===== src/design/ocr_pkg.sv =====
// ----------------------------------------------------------------------------
// Ordered checkpoint ring package
// Shared widths, command and status codes, FSM states and beat structs.
// ----------------------------------------------------------------------------
package ocr_pkg;

  localparam int unsigned PosW             = 64;
  localparam int unsigned CmdW             = 2;
  localparam int unsigned StatusW          = 2;
  localparam int unsigned CountW           = 4;
  localparam int unsigned RingDepthDefault = 8;

  typedef enum logic [CmdW-1:0] {
    CMD_SHRINK = 2'd0,
    CMD_INSERT = 2'd1,
    CMD_FRONT  = 2'd2
  } cmd_e;

  typedef enum logic [StatusW-1:0] {
    ST_DONE    = 2'd0,
    ST_IGNORED = 2'd1,
    ST_EVICTED = 2'd2
  } status_e;

  typedef enum logic [1:0] {
    S_IDLE,
    S_READ,
    S_CHECK,
    S_FIN
  } state_e;

  // One stored checkpoint entry
  typedef struct packed {
    logic [PosW-1:0] record_ptr;
    logic [PosW-1:0] end_ptr;
    logic [PosW-1:0] redo;
  } entry_t;

  // One result beat
  typedef struct packed {
    status_e           status;
    logic              has_entry;
    logic [PosW-1:0]   front_record;
    logic [PosW-1:0]   front_end;
    logic [PosW-1:0]   front_redo;
    logic [CountW-1:0] count;
  } res_t;

endpackage


===== src/design/ocr_ram.sv =====
// ----------------------------------------------------------------------------
// Generic simple dual-port RAM
// One write port, one read port with registered read data.
// ----------------------------------------------------------------------------
module ocr_ram #(
  parameter int unsigned WIDTH = 8,
  parameter int unsigned DEPTH = 8
) (
  input  logic                     clk_i,
  input  logic                     wr_en_i,
  input  logic [$clog2(DEPTH)-1:0] wr_addr_i,
  input  logic [WIDTH-1:0]         wr_data_i,
  input  logic                     rd_en_i,
  input  logic [$clog2(DEPTH)-1:0] rd_addr_i,
  output logic [WIDTH-1:0]         rd_data_o
);

  logic [WIDTH-1:0] mem_q [DEPTH];
  logic [WIDTH-1:0] rd_data_q;

  // Write the addressed word
  always_ff @(posedge clk_i) begin
    if (wr_en_i) begin
      mem_q[wr_addr_i] <= wr_data_i;
    end
  end

  // Register the read word
  always_ff @(posedge clk_i) begin
    if (rd_en_i) begin
      rd_data_q <= mem_q[rd_addr_i];
    end
  end

  assign rd_data_o = rd_data_q;

endmodule


===== src/design/ocr_out.sv =====
// ----------------------------------------------------------------------------
// Ordered checkpoint ring output register
// Holds one result beat until the receiver takes it.
// ----------------------------------------------------------------------------
module ocr_out (
  input  logic          clk_i,
  input  logic          rst_ni,
  input  logic          load_i,
  input  ocr_pkg::res_t res_i,
  input  logic          out_ready_i,
  output logic          out_valid_o,
  output ocr_pkg::res_t res_o,
  output logic          free_o
);

  logic          valid_q, valid_d;
  ocr_pkg::res_t res_q;

  // Slot is free when empty or being drained this cycle
  assign free_o = !valid_q || out_ready_i;

  always_comb begin
    valid_d = valid_q;
    if (load_i) begin
      valid_d = 1'b1;
    end else if (out_ready_i) begin
      valid_d = 1'b0;
    end
  end

  always_ff @(posedge clk_i or negedge rst_ni) begin
    if (!rst_ni) begin
      valid_q <= 1'b0;
    end else begin
      valid_q <= valid_d;
    end
  end

  // Capture the beat payload
  always_ff @(posedge clk_i) begin
    if (load_i) begin
      res_q <= res_i;
    end
  end

  assign out_valid_o = valid_q;
  assign res_o       = res_q;

endmodule


===== src/design/ocr_seq.sv =====
// ----------------------------------------------------------------------------
// Ordered checkpoint ring sequencer
// Runs one command at a time against the entry RAM: read, compare, commit.
// ----------------------------------------------------------------------------
module ocr_seq #(
  parameter int unsigned RING_DEPTH = ocr_pkg::RingDepthDefault,
  localparam int unsigned IdxW      = $clog2(RING_DEPTH),
  localparam int unsigned CntW      = $clog2(RING_DEPTH + 1)
) (
  input  logic                      clk_i,
  input  logic                      rst_ni,
  // command beat
  input  logic                      in_valid_i,
  output logic                      in_ready_o,
  input  logic [ocr_pkg::CmdW-1:0]  cmd_i,
  input  logic [ocr_pkg::PosW-1:0]  position_i,
  input  logic [ocr_pkg::PosW-1:0]  record_pointer_i,
  input  logic [ocr_pkg::PosW-1:0]  end_pointer_i,
  // entry RAM
  output logic                      rd_en_o,
  output logic [IdxW-1:0]           rd_addr_o,
  input  ocr_pkg::entry_t           rd_data_i,
  output logic                      wr_en_o,
  output logic [IdxW-1:0]           wr_addr_o,
  output ocr_pkg::entry_t           wr_data_o,
  // result beat
  input  logic                      out_free_i,
  output logic                      load_o,
  output ocr_pkg::res_t             res_o
);

  localparam logic [IdxW:0]   DepthIdx = (IdxW + 1)'(RING_DEPTH);
  localparam logic [CntW-1:0] DepthCnt = CntW'(RING_DEPTH);

  ocr_pkg::state_e state_q, state_d;
  logic [IdxW-1:0]          head_q;
  logic [CntW-1:0]          fill_q;
  logic [CntW-1:0]          scan_q;
  logic                     reject_q;
  logic [ocr_pkg::CmdW-1:0] cmd_q;
  logic [ocr_pkg::PosW-1:0] pos_q;
  logic [ocr_pkg::PosW-1:0] rec_q;
  logic [ocr_pkg::PosW-1:0] end_q;
  ocr_pkg::entry_t          cap_q;

  logic            accept;
  logic            full;
  logic            redo_le;
  logic            scan_more;
  logic            commit;
  logic [IdxW-1:0] tail_slot;
  logic [IdxW-1:0] scan_slot;
  logic [IdxW-1:0] app_slot;
  logic [IdxW-1:0] drop_slot;
  logic [IdxW-1:0] new_head;
  logic [CntW-1:0] new_fill;
  ocr_pkg::status_e new_status;

  // Ring slot at an offset from a base, wrapping at the depth
  function automatic logic [IdxW-1:0] slot_f(input logic [IdxW-1:0] base,
                                             input logic [IdxW-1:0] off);
    logic [IdxW:0] sum;
    sum = {1'b0, base} + {1'b0, off};
    if (sum >= DepthIdx) begin
      sum = sum - DepthIdx;
    end
    return sum[IdxW-1:0];
  endfunction

  assign accept    = in_valid_i && in_ready_o;
  assign full      = (fill_q == DepthCnt);
  assign tail_slot = slot_f(head_q, IdxW'(fill_q - CntW'(1)));
  assign scan_slot = slot_f(head_q, IdxW'(scan_q));
  assign drop_slot = slot_f(head_q, IdxW'(scan_q - CntW'(1)));
  assign app_slot  = full ? slot_f(head_q, IdxW'(RING_DEPTH - 1))
                          : slot_f(head_q, IdxW'(fill_q));
  assign redo_le   = (rd_data_i.redo <= pos_q);
  assign scan_more = ((scan_q + CntW'(1)) < fill_q);
  assign commit    = (state_q == ocr_pkg::S_FIN) && out_free_i;

  // Next state
  always_comb begin
    state_d = state_q;
    case (state_q)
      ocr_pkg::S_IDLE: begin
        if (in_valid_i) begin
          case (cmd_i)
            ocr_pkg::CMD_SHRINK: begin
              state_d = (fill_q > CntW'(1)) ? ocr_pkg::S_READ : ocr_pkg::S_FIN;
            end
            ocr_pkg::CMD_INSERT,
            ocr_pkg::CMD_FRONT: begin
              state_d = (fill_q != '0) ? ocr_pkg::S_READ : ocr_pkg::S_FIN;
            end
            default: begin
              state_d = ocr_pkg::S_FIN;
            end
          endcase
        end
      end
      ocr_pkg::S_READ: begin
        state_d = ocr_pkg::S_CHECK;
      end
      ocr_pkg::S_CHECK: begin
        if (cmd_q == ocr_pkg::CMD_SHRINK && redo_le && scan_more) begin
          state_d = ocr_pkg::S_READ;
        end else begin
          state_d = ocr_pkg::S_FIN;
        end
      end
      ocr_pkg::S_FIN: begin
        if (out_free_i) begin
          state_d = ocr_pkg::S_IDLE;
        end
      end
      default: begin
        state_d = ocr_pkg::S_IDLE;
      end
    endcase
  end

  // Outputs: RAM access, commit values and the result beat
  always_comb begin
    in_ready_o = (state_q == ocr_pkg::S_IDLE);
    rd_en_o    = (state_q == ocr_pkg::S_READ);
    wr_en_o    = 1'b0;
    wr_addr_o  = app_slot;
    wr_data_o  = '{record_ptr: rec_q, end_ptr: end_q, redo: pos_q};
    new_head   = head_q;
    new_fill   = fill_q;
    new_status = ocr_pkg::ST_DONE;
    res_o      = '0;

    case (cmd_q)
      ocr_pkg::CMD_SHRINK: rd_addr_o = scan_slot;
      ocr_pkg::CMD_INSERT: rd_addr_o = tail_slot;
      default:             rd_addr_o = head_q;
    endcase

    case (cmd_q)
      ocr_pkg::CMD_SHRINK: begin
        if (scan_q > CntW'(1)) begin
          new_head = drop_slot;
          new_fill = fill_q - (scan_q - CntW'(1));
        end
      end
      ocr_pkg::CMD_INSERT: begin
        if (reject_q) begin
          new_status = ocr_pkg::ST_IGNORED;
        end else begin
          wr_en_o = commit;
          if (full) begin
            new_status = ocr_pkg::ST_EVICTED;
          end else begin
            new_fill = fill_q + CntW'(1);
          end
        end
      end
      ocr_pkg::CMD_FRONT: begin
        if (fill_q != '0) begin
          res_o.has_entry    = 1'b1;
          res_o.front_record = cap_q.record_ptr;
          res_o.front_end    = cap_q.end_ptr;
          res_o.front_redo   = cap_q.redo;
        end
      end
      default: begin
        new_status = ocr_pkg::ST_DONE;
      end
    endcase

    res_o.status = new_status;
    res_o.count  = ocr_pkg::CountW'(new_fill);
    load_o       = commit;
  end

  // Control registers
  always_ff @(posedge clk_i or negedge rst_ni) begin
    if (!rst_ni) begin
      state_q  <= ocr_pkg::S_IDLE;
      head_q   <= '0;
      fill_q   <= '0;
      scan_q   <= '0;
      reject_q <= 1'b0;
      cmd_q    <= '0;
    end else begin
      state_q <= state_d;
      if (accept) begin
        cmd_q    <= cmd_i;
        scan_q   <= CntW'(1);
        reject_q <= 1'b0;
      end
      if (state_q == ocr_pkg::S_CHECK) begin
        if (cmd_q == ocr_pkg::CMD_INSERT) begin
          reject_q <= (rd_data_i.redo > pos_q);
        end
        // advance the scan past a replayed entry
        if (cmd_q == ocr_pkg::CMD_SHRINK && redo_le) begin
          scan_q <= scan_q + CntW'(1);
        end
      end
      if (commit) begin
        head_q <= new_head;
        fill_q <= new_fill;
      end
    end
  end

  // Hold the command payload and the head entry read for front
  always_ff @(posedge clk_i) begin
    if (accept) begin
      pos_q <= position_i;
      rec_q <= record_pointer_i;
      end_q <= end_pointer_i;
    end
    if (state_q == ocr_pkg::S_CHECK && cmd_q == ocr_pkg::CMD_FRONT) begin
      cap_q <= rd_data_i;
    end
  end

  // Fill count never passes the ring depth
  a_fill_bound: assert property (@(posedge clk_i) disable iff (!rst_ni)
    fill_q <= DepthCnt)
    else $error("fill count above ring depth");

  // RAM writes only at commit of an insert
  a_write_commit: assert property (@(posedge clk_i) disable iff (!rst_ni)
    wr_en_o |-> (commit && cmd_q == ocr_pkg::CMD_INSERT && !reject_q))
    else $error("RAM write outside insert commit");

  // An accepted beat always leaves idle
  a_accept_busy: assert property (@(posedge clk_i) disable iff (!rst_ni)
    accept |=> (state_q != ocr_pkg::S_IDLE))
    else $error("sequencer stayed idle after accept");

  // Head moves only when a shrink commits
  a_head_move: assert property (@(posedge clk_i) disable iff (!rst_ni)
    (head_q != $past(head_q)) |->
      ($past(commit) && $past(cmd_q) == ocr_pkg::CMD_SHRINK))
    else $error("head moved outside shrink commit");

endmodule


===== src/design/ordered_checkpoint_ring.sv =====
// ----------------------------------------------------------------------------
// Ordered checkpoint ring
// Ring of checkpoint entries in rising redo order with insert, shrink, front.
// ----------------------------------------------------------------------------
// Usage:
//   Command channel (in_valid_i/in_ready_o) carries cmd, position, record and
//   end pointer; result channel (out_valid_o/out_ready_i) returns one beat per
//   command with status, front fields and the entry count after it.
//   Entries live in one RAM of RING_DEPTH words (record, end, redo), read
//   with registered read data; head index and fill count are flops.
//   Commands run one at a time. Front and insert on a non-empty ring raise
//   result valid after the read, compare and commit steps; commands that need
//   no read go straight to commit. Shrink compares entries one by one, at most
//   RING_DEPTH-1: one RAM read and one compare per entry. The next command is
//   taken the cycle after commit, so the input stays not ready while a command
//   runs. Reset clears head and count; the ring starts empty and needs no
//   clearing pass. A stalled receiver holds the result in the output register;
//   one further command may then run up to commit and waits there for the slot.
// ----------------------------------------------------------------------------
module ordered_checkpoint_ring #(
  parameter int unsigned RING_DEPTH = ocr_pkg::RingDepthDefault
) (
  input  logic                        clk_i,
  input  logic                        rst_ni,
  input  logic                        in_valid_i,
  output logic                        in_ready_o,
  input  logic [ocr_pkg::CmdW-1:0]    cmd_i,
  input  logic [ocr_pkg::PosW-1:0]    position_i,
  input  logic [ocr_pkg::PosW-1:0]    record_pointer_i,
  input  logic [ocr_pkg::PosW-1:0]    end_pointer_i,
  output logic                        out_valid_o,
  input  logic                        out_ready_i,
  output logic [ocr_pkg::StatusW-1:0] status_o,
  output logic                        has_entry_o,
  output logic [ocr_pkg::PosW-1:0]    front_record_o,
  output logic [ocr_pkg::PosW-1:0]    front_end_o,
  output logic [ocr_pkg::PosW-1:0]    front_redo_o,
  output logic [ocr_pkg::CountW-1:0]  count_o
);

  localparam int unsigned IdxW = $clog2(RING_DEPTH);

  logic            rd_en;
  logic [IdxW-1:0] rd_addr;
  ocr_pkg::entry_t rd_data;
  logic            wr_en;
  logic [IdxW-1:0] wr_addr;
  ocr_pkg::entry_t wr_data;
  logic            out_free;
  logic            load;
  ocr_pkg::res_t   res_next;
  ocr_pkg::res_t   res_out;

  // Entry storage
  ocr_ram #(
    .WIDTH ($bits(ocr_pkg::entry_t)),
    .DEPTH (RING_DEPTH)
  ) u_ram (
    .clk_i     (clk_i),
    .wr_en_i   (wr_en),
    .wr_addr_i (wr_addr),
    .wr_data_i (wr_data),
    .rd_en_i   (rd_en),
    .rd_addr_i (rd_addr),
    .rd_data_o (rd_data)
  );

  // Command sequencer
  ocr_seq #(
    .RING_DEPTH (RING_DEPTH)
  ) u_seq (
    .clk_i            (clk_i),
    .rst_ni           (rst_ni),
    .in_valid_i       (in_valid_i),
    .in_ready_o       (in_ready_o),
    .cmd_i            (cmd_i),
    .position_i       (position_i),
    .record_pointer_i (record_pointer_i),
    .end_pointer_i    (end_pointer_i),
    .rd_en_o          (rd_en),
    .rd_addr_o        (rd_addr),
    .rd_data_i        (rd_data),
    .wr_en_o          (wr_en),
    .wr_addr_o        (wr_addr),
    .wr_data_o        (wr_data),
    .out_free_i       (out_free),
    .load_o           (load),
    .res_o            (res_next)
  );

  // Result register
  ocr_out u_out (
    .clk_i       (clk_i),
    .rst_ni      (rst_ni),
    .load_i      (load),
    .res_i       (res_next),
    .out_ready_i (out_ready_i),
    .out_valid_o (out_valid_o),
    .res_o       (res_out),
    .free_o      (out_free)
  );

  assign status_o       = res_out.status;
  assign has_entry_o    = res_out.has_entry;
  assign front_record_o = res_out.front_record;
  assign front_end_o    = res_out.front_end;
  assign front_redo_o   = res_out.front_redo;
  assign count_o        = res_out.count;

endmodule

===== config.mk =====
export PLATFORM = sky130hd
export DESIGN_NAME = ordered_checkpoint_ring
export DESIGN_NICKNAME = d
export VERILOG_FILES = /design/src/design/ocr_pkg.sv /design/src/design/ocr_ram.sv /design/src/design/ocr_out.sv /design/src/design/ocr_seq.sv /design/src/design/ordered_checkpoint_ring.sv
export SDC_FILE = /design/constraint.sdc
export NUM_CORES = 2
export LEC_CHECK = 0
export BUFFER_PORTS_ARGS = -buffer_cell sky130_fd_sc_hd__buf_2
export CAP_MARGIN = 15
export CORE_AREA = 2 2 386 350
export CTS_BUF_LIST = sky130_fd_sc_hd__clkbuf_8
export CTS_CLUSTER_SIZE = 25
export DETAILED_ROUTE_END_ITERATION = 16
export DIE_AREA = 0 0 388 352
export PLACE_DENSITY = 0.83
export SLEW_MARGIN = 10
export SYNTH_ARGS = -nofsm -noshare
export SYNTH_HDL_FRONTEND = slang
export SYNTH_SLANG_ARGS = --single-unit

===== constraint.sdc =====
create_clock -name clk_i -period 48.4 [get_ports clk_i]
set_clock_uncertainty 0.05 [all_clocks]
set_input_delay 9.68 -clock clk_i [delete_from_list [all_inputs] [get_ports clk_i]]
set_output_delay 9.68 -clock clk_i [all_outputs]
set_load 0.005 [all_outputs]

Yosys cells after proc, flatten, opt, wreduce, memory -nomap -nowiden
Memories as Yosys holds them, arrays and structs flattened. A register that Yosys moved wholly into a read port is not among the register bits.
Cells that the tools add are included.
{"block": "word_totals", "reg_bits": 600, "ramBits": 1536, "inputBits": 198, "word_cells": 107, "n_memories": 1}
{"name": "u_ram.mem_q", "depth": 8, "word_bits": 192, "rd": 1, "rd_ports_with_merged_regs": 1, "write_ports": 1, "line_no": "ocr_ram.sv:18", "text": "logic [WIDTH-1:0] mem_q [DEPTH];"}
{"block": "op_classes", "add_sub_neg": 15, "n_lt_le_gt_ge": 10, "eq_ne": 10, "mux": 33, "n_bitwise": 1, "n_reduce_logical": 17}
{"operator": "2-to-1 mux 193 bit", "n": 1}
{"operator": "greater-than comparator 64 bit", "n": 1}
{"operator": "less-or-equal comparator 64 bit", "n": 1}
{"operator": "2-to-1 mux 4 bit", "n": 6}
{"operator": "greater-or-equal comparator 4 bit (second input constant)", "n": 5}
{"operator": "2-to-1 mux 3 bit", "n": 6}
{"operator": "subtractor 3 x 1 -> 3 bit (second input constant)", "n": 6}
{"operator": "adder 3 x 3 -> 4 bit", "n": 4}
{"operator": "2-to-1 mux 2 bit", "n": 6}
{"operator": "2-to-1 mux 1 bit", "n": 10}
{"operator": "adder 4 x 1 -> 4 bit (second input constant)", "n": 2}
{"operator": "== test 2 bit (second input constant)", "n": 4}
{"operator": "greater-than comparator 4 x 1 -> 1 bit (second input constant)", "n": 2}
{"operator": "case mux 2 bit (4 select lines)", "n": 1}
{"operator": "case mux 4 bit (2 select lines)", "n": 1}
{"operator": "== test 2 x 1 -> 1 bit (second input constant)", "n": 3}
{"operator": "logical NOT 2 bit", "n": 3}
{"operator": "case mux 3 bit (2 select lines)", "n": 1}
{"operator": "logical AND 1 bit", "n": 5}
{"operator": "adder 3 x 3 -> 4 bit (second input constant)", "n": 1}
{"operator": "== test 4 bit (second input constant)", "n": 1}
{"operator": "less-than comparator 4 bit", "n": 1}
{"operator": "case mux 2 bit (2 select lines)", "n": 1}
{"operator": "AND reduction 2 bit", "n": 2}
{"operator": "11 further kinds", "n": 12}

Longest topological paths before layout
{"block": "logic_depth", "depth_word": 7, "ltp_mapped": 15}

Cells and area by module
From an unflattened synthesis, not the netlist that was laid out.
{"block": "unflattened", "hier_cells": 3628, "hier_area_um2": 86419.1}
{"mod": "ocr_ram", "instances": 1, "cells_each": 2424, "area_each_um2": 64403.0}
{"mod": "ocr_seq", "instances": 1, "cells_each": 1002, "area_each_um2": 15992.8}
{"mod": "ocr_out", "instances": 1, "cells_each": 202, "area_each_um2": 6023.3}

Worst setup path before layout
OpenSTA, ideal clock, no wires.
{"block": "synth_path", "path_type": "input to register", "from": "input port out_ready_i", "to": "memory u_ram.mem_q[3][0] (netlist name), enable pin", "setup_time_ps": 978, "t_arrival_ps": 25986, "t_required_ps": 47372, "setup_slack_ps": 21386, "path_stages": 5, "path_cell_list": "nand2b_1 > nand3_1 > clkinv_1 > nand3_1 > nor3_1"}
{"block": "synth_between", "elab_chain_cells": 6}
{"element": "from (decl)", "line_no": "ordered_checkpoint_ring.sv:32", "text": "input logic out_ready_i,"}
{"element": "logical OR 1 bit", "line_no": "ocr_out.sv:20", "text": "assign free_o = !valid_q || out_ready_i;"}
{"element": "logical AND 1 bit", "line_no": "ocr_seq.sv:79", "text": "assign commit = (state_q == ocr_pkg::S_FIN) && out_free_i;"}
{"element": "via load", "line_no": "ordered_checkpoint_ring.sv:50", "text": "logic load;"}
{"element": "2-to-1 mux 1 bit", "line_no": "ocr_seq.sv:148", "text": "if (reject_q) begin"}
{"element": "2-to-1 mux 1 bit", "line_no": "ocr_seq.sv:140", "text": "case (cmd_q)"}
{"element": "2-to-1 mux 1 bit", "line_no": "ocr_ram.sv:23", "text": "if (wr_en_i) begin"}
{"element": "2-to-1 mux 1 bit (not written as such)", "line_no": "ocr_ram.sv:24", "text": "mem_q[wr_addr_i] <= wr_data_i;"}
{"element": "to (decl)", "line_no": "ocr_ram.sv:18"}
The timed path passes the listed nets, and every way through them passes these cells.

Worst setup path in the final report
{"block": "layout_path", "from": "input port out_ready_i", "to": "memory u_ram.mem_q[1][151] (netlist name), enable pin"}
Same word-level chain as after synthesis.

==> impl.org <==
** Critical path
- Buffering stage count on the worst path with inverters included :: 4
- In this design, the stage delay of the slowest critical-path cell is roughly 900 ps.
- The kind of cell with the highest combined delay along the critical path is buffers and inverters.
- The worst setup path is launched from a primary input.
- Most common cell type on the critical path :: buf_4
- Arrival @ worst endpoint :: 13,950 ps
- Crit-path cells :: buf_2 -> nand2b_1 -> nand3_1 -> inv_8 -> nand4_1 -> nor2_4 -> buf_4 -> buf_4
- By startpoint and endpoint, the worst setup path is classified as in -> reg.
- STA classifies the critical path endpoint as a register.
- For the worst setup path, the data required time is between 40,000 and 50,000 ps.
- On the critical path, the stage with the largest delay is an instance of buf_4.
- Along the worst path, the maximum fanout reaches 86.

** Timing
- Derived from the worst setup path, the maximum achievable clock frequency is about 74 MHz.
- After layout, the worst path uses between 20% and 30% of the clock period.
- After layout, the worst setup slack is around 35,000 ps.
- The number of pins with negative max-slew slack in the final report came to 0.
- Setup_tns :: 0 ps
- Final number of setup-violating endpoints :: 0
- The total count of hold-check failures in the final report came to 0.
- RSZ-0062 raised after global routing :: no
- Measured against its own limit, the worst slew margin works out to between 20% and 30%.
- At the pin with the least slew margin, the transition time is approximately 1200 ps.
- The worst path in the final design needs a cycle of roughly 13,000 ps, including I/O delays and setup.

** Synthesis
- Arithmetic-cell share of the synthesized area counting full adders, half adders and majority gates :: between 1 and 1.5%
- Each instance of the synthesized netlist takes up on average ~23 sq um.
- The synthesized netlist occupies a cell area of between 80,000 and 90,000 sq um.
- Cells after Synth :: around 3.7k
- Fraction of the mapped netlist area in compound gates :: less than 1%
- The synthesized netlist devotes 2.20% of its cell area to simple gates.
- Xor/xnor cell area share of the yosys netlist :: less than 1%
- Of all flip-flops after synthesis, the portion carrying an async set or reset was 0.730%.
- Dominant synthesized flop cell :: edfxtp_1
- Synthesized netlist net count :: about 3.9k
- Counting flops and latches in the post-synthesis netlist gives approximately 2.3k.
- Yosys printed 0 warnings.
- By area, the combinational part of the netlist is dominated by multiplexers.
- Share of the yosys chip area belonging to registers :: around four fifths
- Count of different cell masters after synthesis :: 51
- Yosys mapped a number of flops with a built-in enable equal to between 2k and 2.5k.
- Multiplexer area fraction after synthesis :: ~13%

** Floorplan
- The region available for standard cell placement spans roughly 130,000 sq um.
- Once the floorplan was initialized, standard cells occupied 64.6% of the core.
- I/O pin total :: 399
- Area of the die :: 137,000 sq um
- Floorplan die width :: 388 microns
- In this run the core area contains 127 standard-cell rows.
- Vertical extent of the die :: about 350 microns

** Power and ir drop
- Dividing total power by cell area gives a power density of about 74 nW/um^2.
- Maximum vdd ir drop :: ~0.18 mV
- Leakage power :: about 32 nW

** Final layout
- Commonest non-fill, non-tap cell in the layout :: edfxtp_1
- The area growth from synthesis to layout is 11.7%.
- Cells fill just over 70% of the core in the end.
- Filler cell count in the final layout :: approximately 7.2k
- The post-route netlist has a little under a third of its cells at a drive strength greater than 1.
- Post-layout instance area :: about 96,000 sq um
- The library cells used most frequently in the layout, excluding fill and tap cells, are edfxtp_1 (2,311), buf_2 (398), mux4_2 (378), clkbuf_8 (363), and2_1 (197).
- Final #Nets :: between 4k and 5k
- Post-route insts no fill :: about 6.3k

** Placed design
- Input and output buffers added on the ports amount to just under 400.
- Placed cell areas :: 89,500 sq um
- Before CTS, the worst setup slack after placement is between 30,000 and 40,000 ps.
- Final HPWL DP :: around 95 mm
- Routability-driven placement finished with a final weighted congestion of ~0.82.
- The number of placed instances, taps included, is 5,705.

** Detailed routing
- Number of remaining DRC errors :: 0
- Final routed wirelength across all metal layers :: approximately 170 mm
- Summing over every cut layer, the via total after detailed routing is between 30k and 40k.
- The first detailed-routing pass ran for 6 iterations.
- After detailed routing, the number of vias per cell comes to about 6.2.
- First-iteration detailed-routing DRC count :: between 4k and 5k
- Routed length per instance :: between 20 and 30 microns
- Count of nets left with antenna violations after detail routing :: 0

** Clock tree
- Clock latency on the worst-skew pair, taken at its later pin, is around 1000 ps.
- Number of gates resized after cts :: 0
- CTS tree :: yes
- TritonCTS Sinks :: between 2k and 2.5k
- Clock-pin slew reported for the worst setup and hold paths after clock tree synthesis :: ~60 ps
- In this run, post-CTS hold repair placed 0 buffers.
- Buffer count from post-CTS setup fixing :: 0
- Max clock buf depth :: 4
- In this run the number of H-tree levels came out at 5.
- The tree is rooted in a clkbuf_8.
- Counting the buffers created by CTS gives roughly 360.

** GRT
- Initial antenna violation count :: 16
- Pin count of the biggest net entering global routing :: 148
- Final global-route overflow total :: 0
- Global-route wire length before repair :: between 200 and 300 mm
- The number of global-route vias before repair is ~40k.
- Total GRT Usage :: approximately 25%

** Flow run
- Count of max-cap constraint violations :: 0

** Status
- Run status :: completed

** Worst hold path
- The min-delay analysis places its worst path in the category reg -> reg.
==> layout make-up <==
type                       instances  area, sq um  area share (%)
antenna                            4         10.0          0.0105
clock buffer                     363         5000            5.23
clock inverter                   240         1060            1.11
inverter                          85          334           0.349
multi-input combinational       1107        14700            15.4
sequential                      2328        69800            73.0
tap                             1741         2180            2.28
timing repair buffer             445         2500            2.62
==> report_power, final <==
group          total, mW  internal [mW]  switching [mW]
logic               2.76           1.37            1.39
registers           2.91           2.76           0.156
clock network       1.41          0.708           0.697
==> routing by layer <==
| layer | part of all wire, % | vias up | global-route usage [%] |
|---|---|---|---|
| met1 | 40 | 20100 | 37.1 |
| met2 | 47 | 2067 | 37.8 |
| met3 | 9.7 | 353 | 5.70 |
| li1 | - | 16400 | - |
| met4 | 3.0 | 4 | 8.72 |
| met5 | 0.016 | - | 0 |
==> Yosys cell counts (12+ instances only) <==
library cell,n,area share [%]
nand2_1,40,0.18
nor3_1,15,0.088
dfrtp_1,17,0.50
clkbuf_1,57,0.25
nor2_1,27,0.12
mux2_2,196,2.6
mux4_2,378,9.9
nand4_1,15,0.11
a21oi_1,40,0.23
inv_1,84,0.37
ha_1,83,1.2
nand3_1,12,0.070
and2_1,197,1.4
edfxtp_1,2311,81
buf_6,41,0.54
buf_2,33,0.19
o21ai_0,20,0.12
==> per-stage QoR <==
step                power, mW  hold WS [ps]
floorplan                5.10           350
global placement         5.63           352
detailed placement       5.72           355
CTS                      7.14           355
global route             7.41           361
finish                   7.08           354
==> state kept, by name, summed over array words and instances (netlist names) <==
signal and count:
u_out.out_valid_o 1, u_out.res_o 199, u_ram.mem_q 1536, u_ram.rd_data_o 192, u_seq.cap_q 192, u_seq.cmd_q 2, u_seq.end_q 64, u_seq.fill_q 4
u_seq.head_q 3, u_seq.pos_q 64, u_seq.rec_q 64, u_seq.reject_q 1, u_seq.scan_q 4, u_seq.state_q 2
==> worst paths after layout <==
path                            slack (ps)              endpoint  cells after the start                 start
worst max-delay path                 34970   u_ram.mem_q[1][151]                      8           out_ready_i
worst min-delay path                   350      u_seq.cap_q[120]                      0  u_ram.rd_data_o[120]
worst max register to register       42270  u_ram.rd_data_o[131]                     14        u_seq.cmd_q[1]
worst min register to register         350      u_seq.cap_q[120]                      0  u_ram.rd_data_o[120]
max in group asynchronous            39400       u_seq.scan_q[0]                      1                rst_ni
min in group asynchronous             8590       u_seq.head_q[2]                      1                rst_ni
==> cells by family (layout without fill, tap and decap cells) <==
family                     count (synthesis)  count (layout)
adders and majority gates                 87              87
AOI/OAI and AO/OA                         95              95
DFF                                     2328            2328
other                                      0               4
muxes                                    581             581
buffers and inverters                    219            1133
and+or+nand+nor                          330             330
xor gates and xnor gates                  14              14
No activity file was read; power rests on OpenSTA's default activity.
